==> src/bsgn_pkg.sv <==
`default_nettype none
package bsgn_pkg;

    localparam int MAX_BOXES_DEF   = 256;
    localparam int CLASS_COUNT_DEF = 80;
    localparam int RESULT_LIMIT    = 64;
    localparam logic [15:0] THR_RESET = 16'd29491;

    typedef enum logic [4:0] {
        S_LOAD,
        S_CHECK,
        S_EMPTY,
        S_SRT_RDI,
        S_SRT_LDI,
        S_SRT_SCAN,
        S_SRT_DRAIN,
        S_SRT_WR,
        S_SUP_I,
        S_SUP_RA,
        S_SUP_GA,
        S_SUP_J,
        S_SUP_RB,
        S_SUP_GB,
        S_SUP_WAIT,
        S_EM_I,
        S_EM_RA,
        S_EM_GA
    } state_t;

    typedef struct packed {
        logic load;
        logic clr_set;
        logic i_clr;
        logic i_inc;
        logic j_clr;
        logic j_next;
        logic j_inc;
        logic sc_rd_i;
        logic ldi;
        logic scan;
        logic rank_wr;
        logic rank_rd_i;
        logic rank_rd_j;
        logic geo_rd_rank;
        logic sc_rd_rank;
        logic lda;
        logic ldb;
        logic sup_upd;
        logic e_clr;
        logic emit;
        logic emit_empty;
    } ctrl_t;

    typedef struct packed {
        logic cnt_zero;
        logic i_last;
        logic j_last;
        logic supp_i;
        logic supp_j;
        logic iou_done;
        logic out_free;
        logic emit_last;
    } stat_t;

endpackage
`default_nettype wire

==> src/bsgn_ctrl.sv <==
`default_nettype none
module bsgn_ctrl (
    input  wire logic           clk,
    input  wire logic           rst_n,
    input  wire logic           in_valid,
    input  wire logic           set_end,
    output logic                in_stall,
    input  wire bsgn_pkg::stat_t st,
    output bsgn_pkg::ctrl_t     cmd
);

    bsgn_pkg::state_t state_reg, state_next;

    always_ff @(posedge clk or negedge rst_n)
    begin
        if (!rst_n)
        begin
            state_reg <= bsgn_pkg::S_LOAD;
        end
        else
        begin
            state_reg <= state_next;
        end
    end

    always_comb
    begin
        state_next = state_reg;
        case (state_reg)
            bsgn_pkg::S_LOAD:
            begin
                if (in_valid && set_end)
                begin
                    state_next = bsgn_pkg::S_CHECK;
                end
            end
            bsgn_pkg::S_CHECK:
            begin
                state_next = st.cnt_zero ? bsgn_pkg::S_EMPTY : bsgn_pkg::S_SRT_RDI;
            end
            bsgn_pkg::S_EMPTY:
            begin
                if (st.out_free)
                begin
                    state_next = bsgn_pkg::S_LOAD;
                end
            end
            bsgn_pkg::S_SRT_RDI:   state_next = bsgn_pkg::S_SRT_LDI;
            bsgn_pkg::S_SRT_LDI:   state_next = bsgn_pkg::S_SRT_SCAN;
            bsgn_pkg::S_SRT_SCAN:
            begin
                if (st.j_last)
                begin
                    state_next = bsgn_pkg::S_SRT_DRAIN;
                end
            end
            bsgn_pkg::S_SRT_DRAIN: state_next = bsgn_pkg::S_SRT_WR;
            bsgn_pkg::S_SRT_WR:
            begin
                state_next = st.i_last ? bsgn_pkg::S_SUP_I : bsgn_pkg::S_SRT_RDI;
            end
            bsgn_pkg::S_SUP_I:
            begin
                if (st.i_last)
                begin
                    state_next = bsgn_pkg::S_EM_I;
                end
                else if (!st.supp_i)
                begin
                    state_next = bsgn_pkg::S_SUP_RA;
                end
            end
            bsgn_pkg::S_SUP_RA:    state_next = bsgn_pkg::S_SUP_GA;
            bsgn_pkg::S_SUP_GA:    state_next = bsgn_pkg::S_SUP_J;
            bsgn_pkg::S_SUP_J:
            begin
                if (!st.supp_j)
                begin
                    state_next = bsgn_pkg::S_SUP_RB;
                end
                else if (st.j_last)
                begin
                    state_next = bsgn_pkg::S_SUP_I;
                end
            end
            bsgn_pkg::S_SUP_RB:    state_next = bsgn_pkg::S_SUP_GB;
            bsgn_pkg::S_SUP_GB:    state_next = bsgn_pkg::S_SUP_WAIT;
            bsgn_pkg::S_SUP_WAIT:
            begin
                if (st.iou_done)
                begin
                    state_next = st.j_last ? bsgn_pkg::S_SUP_I : bsgn_pkg::S_SUP_J;
                end
            end
            bsgn_pkg::S_EM_I:
            begin
                if (!st.supp_i)
                begin
                    state_next = bsgn_pkg::S_EM_RA;
                end
            end
            bsgn_pkg::S_EM_RA:     state_next = bsgn_pkg::S_EM_GA;
            bsgn_pkg::S_EM_GA:
            begin
                if (st.out_free)
                begin
                    state_next = st.emit_last ? bsgn_pkg::S_LOAD : bsgn_pkg::S_EM_I;
                end
            end
            default:               state_next = bsgn_pkg::S_LOAD;
        endcase
    end

    always_comb
    begin
        cmd      = '0;
        in_stall = 1'b1;
        case (state_reg)
            bsgn_pkg::S_LOAD:
            begin
                in_stall = 1'b0;
                cmd.load = in_valid;
            end
            bsgn_pkg::S_CHECK:
            begin
                cmd.i_clr = 1'b1;
            end
            bsgn_pkg::S_EMPTY:
            begin
                if (st.out_free)
                begin
                    cmd.emit_empty = 1'b1;
                    cmd.clr_set    = 1'b1;
                end
            end
            bsgn_pkg::S_SRT_RDI:
            begin
                cmd.sc_rd_i = 1'b1;
            end
            bsgn_pkg::S_SRT_LDI:
            begin
                cmd.ldi   = 1'b1;
                cmd.j_clr = 1'b1;
            end
            bsgn_pkg::S_SRT_SCAN:
            begin
                cmd.scan  = 1'b1;
                cmd.j_inc = 1'b1;
            end
            bsgn_pkg::S_SRT_DRAIN:
            begin
            end
            bsgn_pkg::S_SRT_WR:
            begin
                cmd.rank_wr = 1'b1;
                cmd.i_clr   = st.i_last;
                cmd.i_inc   = !st.i_last;
            end
            bsgn_pkg::S_SUP_I:
            begin
                if (st.i_last)
                begin
                    cmd.i_clr = 1'b1;
                    cmd.e_clr = 1'b1;
                end
                else if (st.supp_i)
                begin
                    cmd.i_inc = 1'b1;
                end
                else
                begin
                    cmd.rank_rd_i = 1'b1;
                end
            end
            bsgn_pkg::S_SUP_RA:
            begin
                cmd.geo_rd_rank = 1'b1;
                cmd.j_next      = 1'b1;
            end
            bsgn_pkg::S_SUP_GA:
            begin
                cmd.lda = 1'b1;
            end
            bsgn_pkg::S_SUP_J:
            begin
                if (!st.supp_j)
                begin
                    cmd.rank_rd_j = 1'b1;
                end
                else if (st.j_last)
                begin
                    cmd.i_inc = 1'b1;
                end
                else
                begin
                    cmd.j_inc = 1'b1;
                end
            end
            bsgn_pkg::S_SUP_RB:
            begin
                cmd.geo_rd_rank = 1'b1;
            end
            bsgn_pkg::S_SUP_GB:
            begin
                cmd.ldb = 1'b1;
            end
            bsgn_pkg::S_SUP_WAIT:
            begin
                if (st.iou_done)
                begin
                    cmd.sup_upd = 1'b1;
                    cmd.i_inc   = st.j_last;
                    cmd.j_inc   = !st.j_last;
                end
            end
            bsgn_pkg::S_EM_I:
            begin
                if (st.supp_i)
                begin
                    cmd.i_inc = 1'b1;
                end
                else
                begin
                    cmd.rank_rd_i = 1'b1;
                end
            end
            bsgn_pkg::S_EM_RA:
            begin
                cmd.geo_rd_rank = 1'b1;
                cmd.sc_rd_rank  = 1'b1;
            end
            bsgn_pkg::S_EM_GA:
            begin
                if (st.out_free)
                begin
                    cmd.emit    = 1'b1;
                    cmd.i_inc   = 1'b1;
                    cmd.clr_set = st.emit_last;
                end
            end
            default:
            begin
            end
        endcase
    end

endmodule
`default_nettype wire

==> config.mk <==
export PLATFORM = sky130hd
export DESIGN_NAME = bsgn_ctrl
export DESIGN_NICKNAME = d
export VERILOG_FILES = /design/src/bsgn_pkg.sv /design/src/bsgn_ctrl.sv
export SDC_FILE = /design/constraint.sdc
export NUM_CORES = 1
export LEC_CHECK = 0
export BUFFER_PORTS_ARGS = -buffer_cell sky130_fd_sc_hd__buf_2
export CAP_MARGIN = 40
export CORE_MARGIN = 2
export CORE_UTILIZATION = 42
export DETAILED_ROUTE_END_ITERATION = 16
export PLACE_DENSITY = 0.75
export SLEW_MARGIN = 20
export SYNTH_ARGS = -nofsm -noshare
export SYNTH_HDL_FRONTEND = slang
export SYNTH_SLANG_ARGS = --single-unit
==> constraint.sdc <==
create_clock -name clk -period 1.91 [get_ports clk]
set_clock_uncertainty 0.1 [all_clocks]
set_input_delay 0.191 -clock clk [delete_from_list [all_inputs] [get_ports clk]]
set_output_delay 0.191 -clock clk [all_outputs]
set_load 0.01 [all_outputs]
### Word-level counts from Yosys, hierarchy flattened

Cells that the tools add are included.

| storage, ports and cells | value |
|---|---|
| bits in registers | 5 |
| output and inout bits | 22 |

| operators by class | value |
|---|---|
| eq/ne operators | 25 |
| muxes and demuxes | 51 |
| reductions and logical operators | 6 |

Operators with widths:

| kind | number |
|---|---|
| $pmux 5 s18 | 1 |
| $mux 5 | 10 |
| $eq 5x4->1 const B | 8 |
| $mux 1 | 32 |
| $eq 5x3->1 const B | 4 |
| $ne 2x2->1 const B | 6 |
| $eq 5x2->1 const B | 2 |
| $eq 5x5->1 const B | 2 |
| $mux 4 | 2 |
| $reduce_and 8->1 | 1 |
| $ne 3x3->1 const B | 2 |
| $pmux 1 s3 | 2 |
| $pmux 1 s6 | 1 |
| $eq 5x1->1 const B | 1 |
| $logic_not 5->1 | 1 |
| $pmux 1 s2 | 2 |
| $reduce_or 3->1 | 1 |
| $logic_not 1->1 | 2 |
| $mux 2 | 1 |
| $logic_and 1x1->1 | 1 |

### Depth between registers and ports, before layout

| logic depth | value |
|---|---|
| depth after elaboration | 3 |
| depth in mapped cells | 7 |
| mapped depth without buffers | 5 |

### Worst setup path before layout

OpenSTA, ideal clock, no wires.

| timing path | value |
|---|---|
| path kind | flip-flop to flip-flop |
| from | register state_reg[4] |
| to | register state_reg[0] |
| setup time | 0.128 ns |
| arrival time | 1.578 ns |
| required time | 1.682 ns |
| slack | 0.104 ns |
| cell stages (with the launch flop) | 7 |
| path buffers | 1 |
| clock period less this slack | 1.806 ns |
| path through | dfrtp_1 buf_6 nand2b_4 or4_4 o211ai_2 nor2_2 mux2_1 |

| on the way | value |
|---|---|
| cells in the longest elaborated chain, start to end | 3 |

RTL lines:

| element | line | RTL |
|---|---|---|
| start: declaration | bsgn_ctrl.sv:12 | `bsgn_pkg::state_t state_reg, state_next;` |
| start signal: assignment | bsgn_ctrl.sv:18 | `state_reg <= bsgn_pkg::S_LOAD;` |
| start signal: assignment | bsgn_ctrl.sv:22 | `state_reg <= state_next;` |
| $eq 5x4->1, or another cell as far along | bsgn_ctrl.sv:29 | `case (state_reg)` |
| $ne 3x3->1 (no line) or $ne 2x2->1 (tied branches) | - |  |
| $reduce_and 8->1 (no line) | - |  |

Parallel ways exist; a longest one is shown, timed or not.
A chain may end at the register's enable or synchronous reset.

==> impl_metrics.env <==
export IMPL_outcome="finished, violations left"
export IMPL_violations="setup timing"
export IMPL_instances_no_fill=184
export IMPL_cpPeakStageDelay_ns=0.44
export IMPL_io_buffers=33
export IMPL_num_vias=1092
export IMPL_rr_endpoint="state_reg[0]$_DFFE_PN0P_"
export IMPL_ys_flop_type="dfrtp_1"
export IMPL_cp_end_kind="output port"
export IMPL_ant_nets=0
export IMPL_cts_root_buf="clkbuf_4"
export IMPL_crit_buf_inv=1
export IMPL_clk_insertion_delay_late_ns=0.24
export IMPL_largest_reg_flops=5
export IMPL_clk_path_buf_depth=2
export IMPL_gp_congestion=0.876
export IMPL_layout_nets=172
export IMPL_avgSynthCellArea_sq_um=7.03
export IMPL_dp_slack_ns=-0.0130
export IMPL_setup_viol=1
export IMPL_antenna_cells=0
export IMPL_synth_edf_count=0
export IMPL_netlist_area_sq_um=766
export IMPL_grt_setup_unrepaired="true"
export IMPL_drive_above_1_share=0.522
export IMPL_r2r_start="state_reg[0]$_DFFE_PN0P_"
export IMPL_synthCells=109
export IMPL_cts_tree="yes"
export IMPL_leakagePower_nw=0.619
export IMPL_start_kind="register"
export IMPL_wl_per_cell_um=15.9
export IMPL_drt_iter0_drc=44
export IMPL_cap_violations=0
export IMPL_hp_class="in2reg"
export IMPL_holdWs_ns=0.176
export IMPL_overflow=0
export IMPL_crit_start="state_reg[3]$_DFFE_PN0P_"
export IMPL_drc=0
export IMPL_first_pass_iters=4
export IMPL_yosysSeqAreaShare=0.163
export IMPL_numCtsBuffers=3
export IMPL_std_cell_rows=15
export IMPL_antenna_found_initial=0
export IMPL_final_cell_mix="buf_2, buf_4, nor2_1"
export IMPL_whs_path_depth=3
export IMPL_die_width_um=46.7
export IMPL_grt_pass1_vias=912
export IMPL_slew_headroom=0.759
export IMPL_crit_chain="or2_1, or3_4, nand4b_1, buf_2"
export IMPL_ios=34
export IMPL_fin_ws_ns=-0.00320
export IMPL_grt_start_max_net_pins=16
export IMPL_htreeDepth=1
export IMPL_rrSetupSlack_ns=0.01
export IMPL_fp_dieH_um=46.7
export IMPL_p_per_area_mw_per_mm2=1500
export IMPL_setup_tns_ns=-0.00320
export IMPL_place_hpwl_mm=1.87
export IMPL_final_common_cell="buf_2"
export IMPL_synth_cell_types=43
export IMPL_wl_mm=2.92
export IMPL_hold_start="st[1]"
export IMPL_synth_nets=121
export IMPL_dieArea_sq_mm=0.00218
export IMPL_reg2reg_depth=6
export IMPL_dp_cells=171
export IMPL_final_max_slew_viol_count=0
export IMPL_hold_violations=0
export IMPL_async_flop_share=1.00
export IMPL_finalCritPeriodShare=1.00
export IMPL_arrival_ns=1.62
export IMPL_track_usage=0.246
export IMPL_crit_family="simple AND/OR/NAND/NOR gates"
export IMPL_ir_worst_vdd_uv=1070
export IMPL_ys_seq_elements=5
export IMPL_viasPerCell=5.93
export IMPL_ys_warn_count=0
export IMPL_criticalPathCategory="reg2out"
export IMPL_worst_slew_pin_slew_ns=0.361
export IMPL_grt_pass1_wl_mm=3.88
export IMPL_clk_pin_slew_ns=0.04
export IMPL_slowest_stage="dfrtp_2"
export IMPL_min_to="state_reg[4]$_DFFE_PN0P_"
export IMPL_cp_required_ns=1.62
export IMPL_syn2layout_area_growth_pct=60.6
export IMPL_clkSinkCount=5
export IMPL_fin_crit_ns=1.91
export IMPL_crit_fanout=5
export IMPL_initial_core_util=0.443
export IMPL_core_sq_mm=0.00173
export IMPL_fmax_mhz=523
## layer usage
| metal | vias to the layer above | GRT usage | wire length (um) |
|---|---|---|---|
| li1 | 499 | - | - |
| met1 | 512 | 0.298 | 1130 |
| met2 | 69 | 0.431 | 1450 |
| met3 | 12 | 0.0196 | 249 |
| met4 | 0 | 0.128 | 89 |
| met5 | - | 0 | 0 |
## cell families (layout without fill, tap and decap cells)
| logic type | count (synthesis) | count (layout) | share of synthesized area |
|---|---|---|---|
| DFF | 5 | 5 | 0.163 |
| muxes | 3 | 3 | 0.0441 |
| buffers and inverters | 15 | 65 | 0.0980 |
| and+or+nand+nor | 59 | 59 | 0.440 |
| xor gates and xnor gates | 2 | 2 | 0.0229 |
| AOI/OAI and AO/OA | 25 | 25 | 0.232 |
## timing repair
item	CTS	global route
pin swaps	0	5
hold buffers	1	0
setup buffers	6	1
gates cloned	0	1
resized for setup	9	17
endpoints found under the hold margin	5	0
setup endpoints to repair	8	9
## power by group
| group | switching, mW | total (mW) | internal (mW) |
|---|---|---|---|
| registers | 0.0861 | 0.247 | 0.161 |
| clock network | 0.0395 | 0.118 | 0.0787 |
| logic | 0.757 | 1.48 | 0.719 |
| total | 0.883 | 1.84 | 0.958 |
## cell usage after synthesis (3+ instances only)
master / n / share of area
a21oi_1: 6 / 0.039
and3_1: 7 / 0.057
buf_2: 3 / 0.020
clkbuf_1: 3 / 0.015
dfrtp_1: 5 / 0.16
inv_1: 5 / 0.025
mux2_1: 3 / 0.044
nand2_1: 6 / 0.029
nand2b_1: 3 / 0.025
nand3_1: 7 / 0.046
nor2_1: 11 / 0.054
nor2b_1: 3 / 0.025
nor3_1: 5 / 0.033
nor4_1: 3 / 0.025
o21ai_0: 4 / 0.026
o31ai_1: 4 / 0.039
## layout make-up
type | count | area (sq um)
multi-input combinational | 89 | 641
fill | 131 | 497
timing repair buffer | 56 | 382
sequential | 5 | 131
tap | 25 | 31.3
clock buffer | 4 | 26.3
inverter | 5 | 18.8
## worst max path at each step
stage / slack, ns / depth (start not counted) / end
6_report: -0.003 / 4 / cmd[17]
5_1_grt: -0.07 / 6 / cmd[17]
3_3_place_gp: -0.006 / 5 / state_reg[1]$_DFFE_PN0P_
4_1_cts: 0.0009 / 6 / cmd[17]
3_5_place_dp: -0.01 / 5 / state_reg[1]$_DFFE_PN0P_
2_1_floorplan: 0.10 / 6 / state_reg[0]$_DFFE_PN0P_
## worst register-to-register path, delay by kind of cell (launching register included)
kind | cells | cell delay (ns)
AOI/OAI and AO/OA | 2 | 0.40
muxes | 1 | 0.34
DFF | 1 | 0.44
buffers and inverters | 1 | 0.16
and+or+nand+nor | 2 | 0.34
## through the flow
stage / power, mW / cell area, sq um / utilization
after floorplan: 0.958 / 766 / -
final: 1.84 / 1230 / 0.712
after CTS: 1.59 / 1130 / 0.657
after global routing: 1.96 / 1230 / 0.712
after global placement: 1.35 / 1020 / 0.593
after detailed placement: 1.37 / 1020 / 0.593
Power figures use the tool's default switching activity.
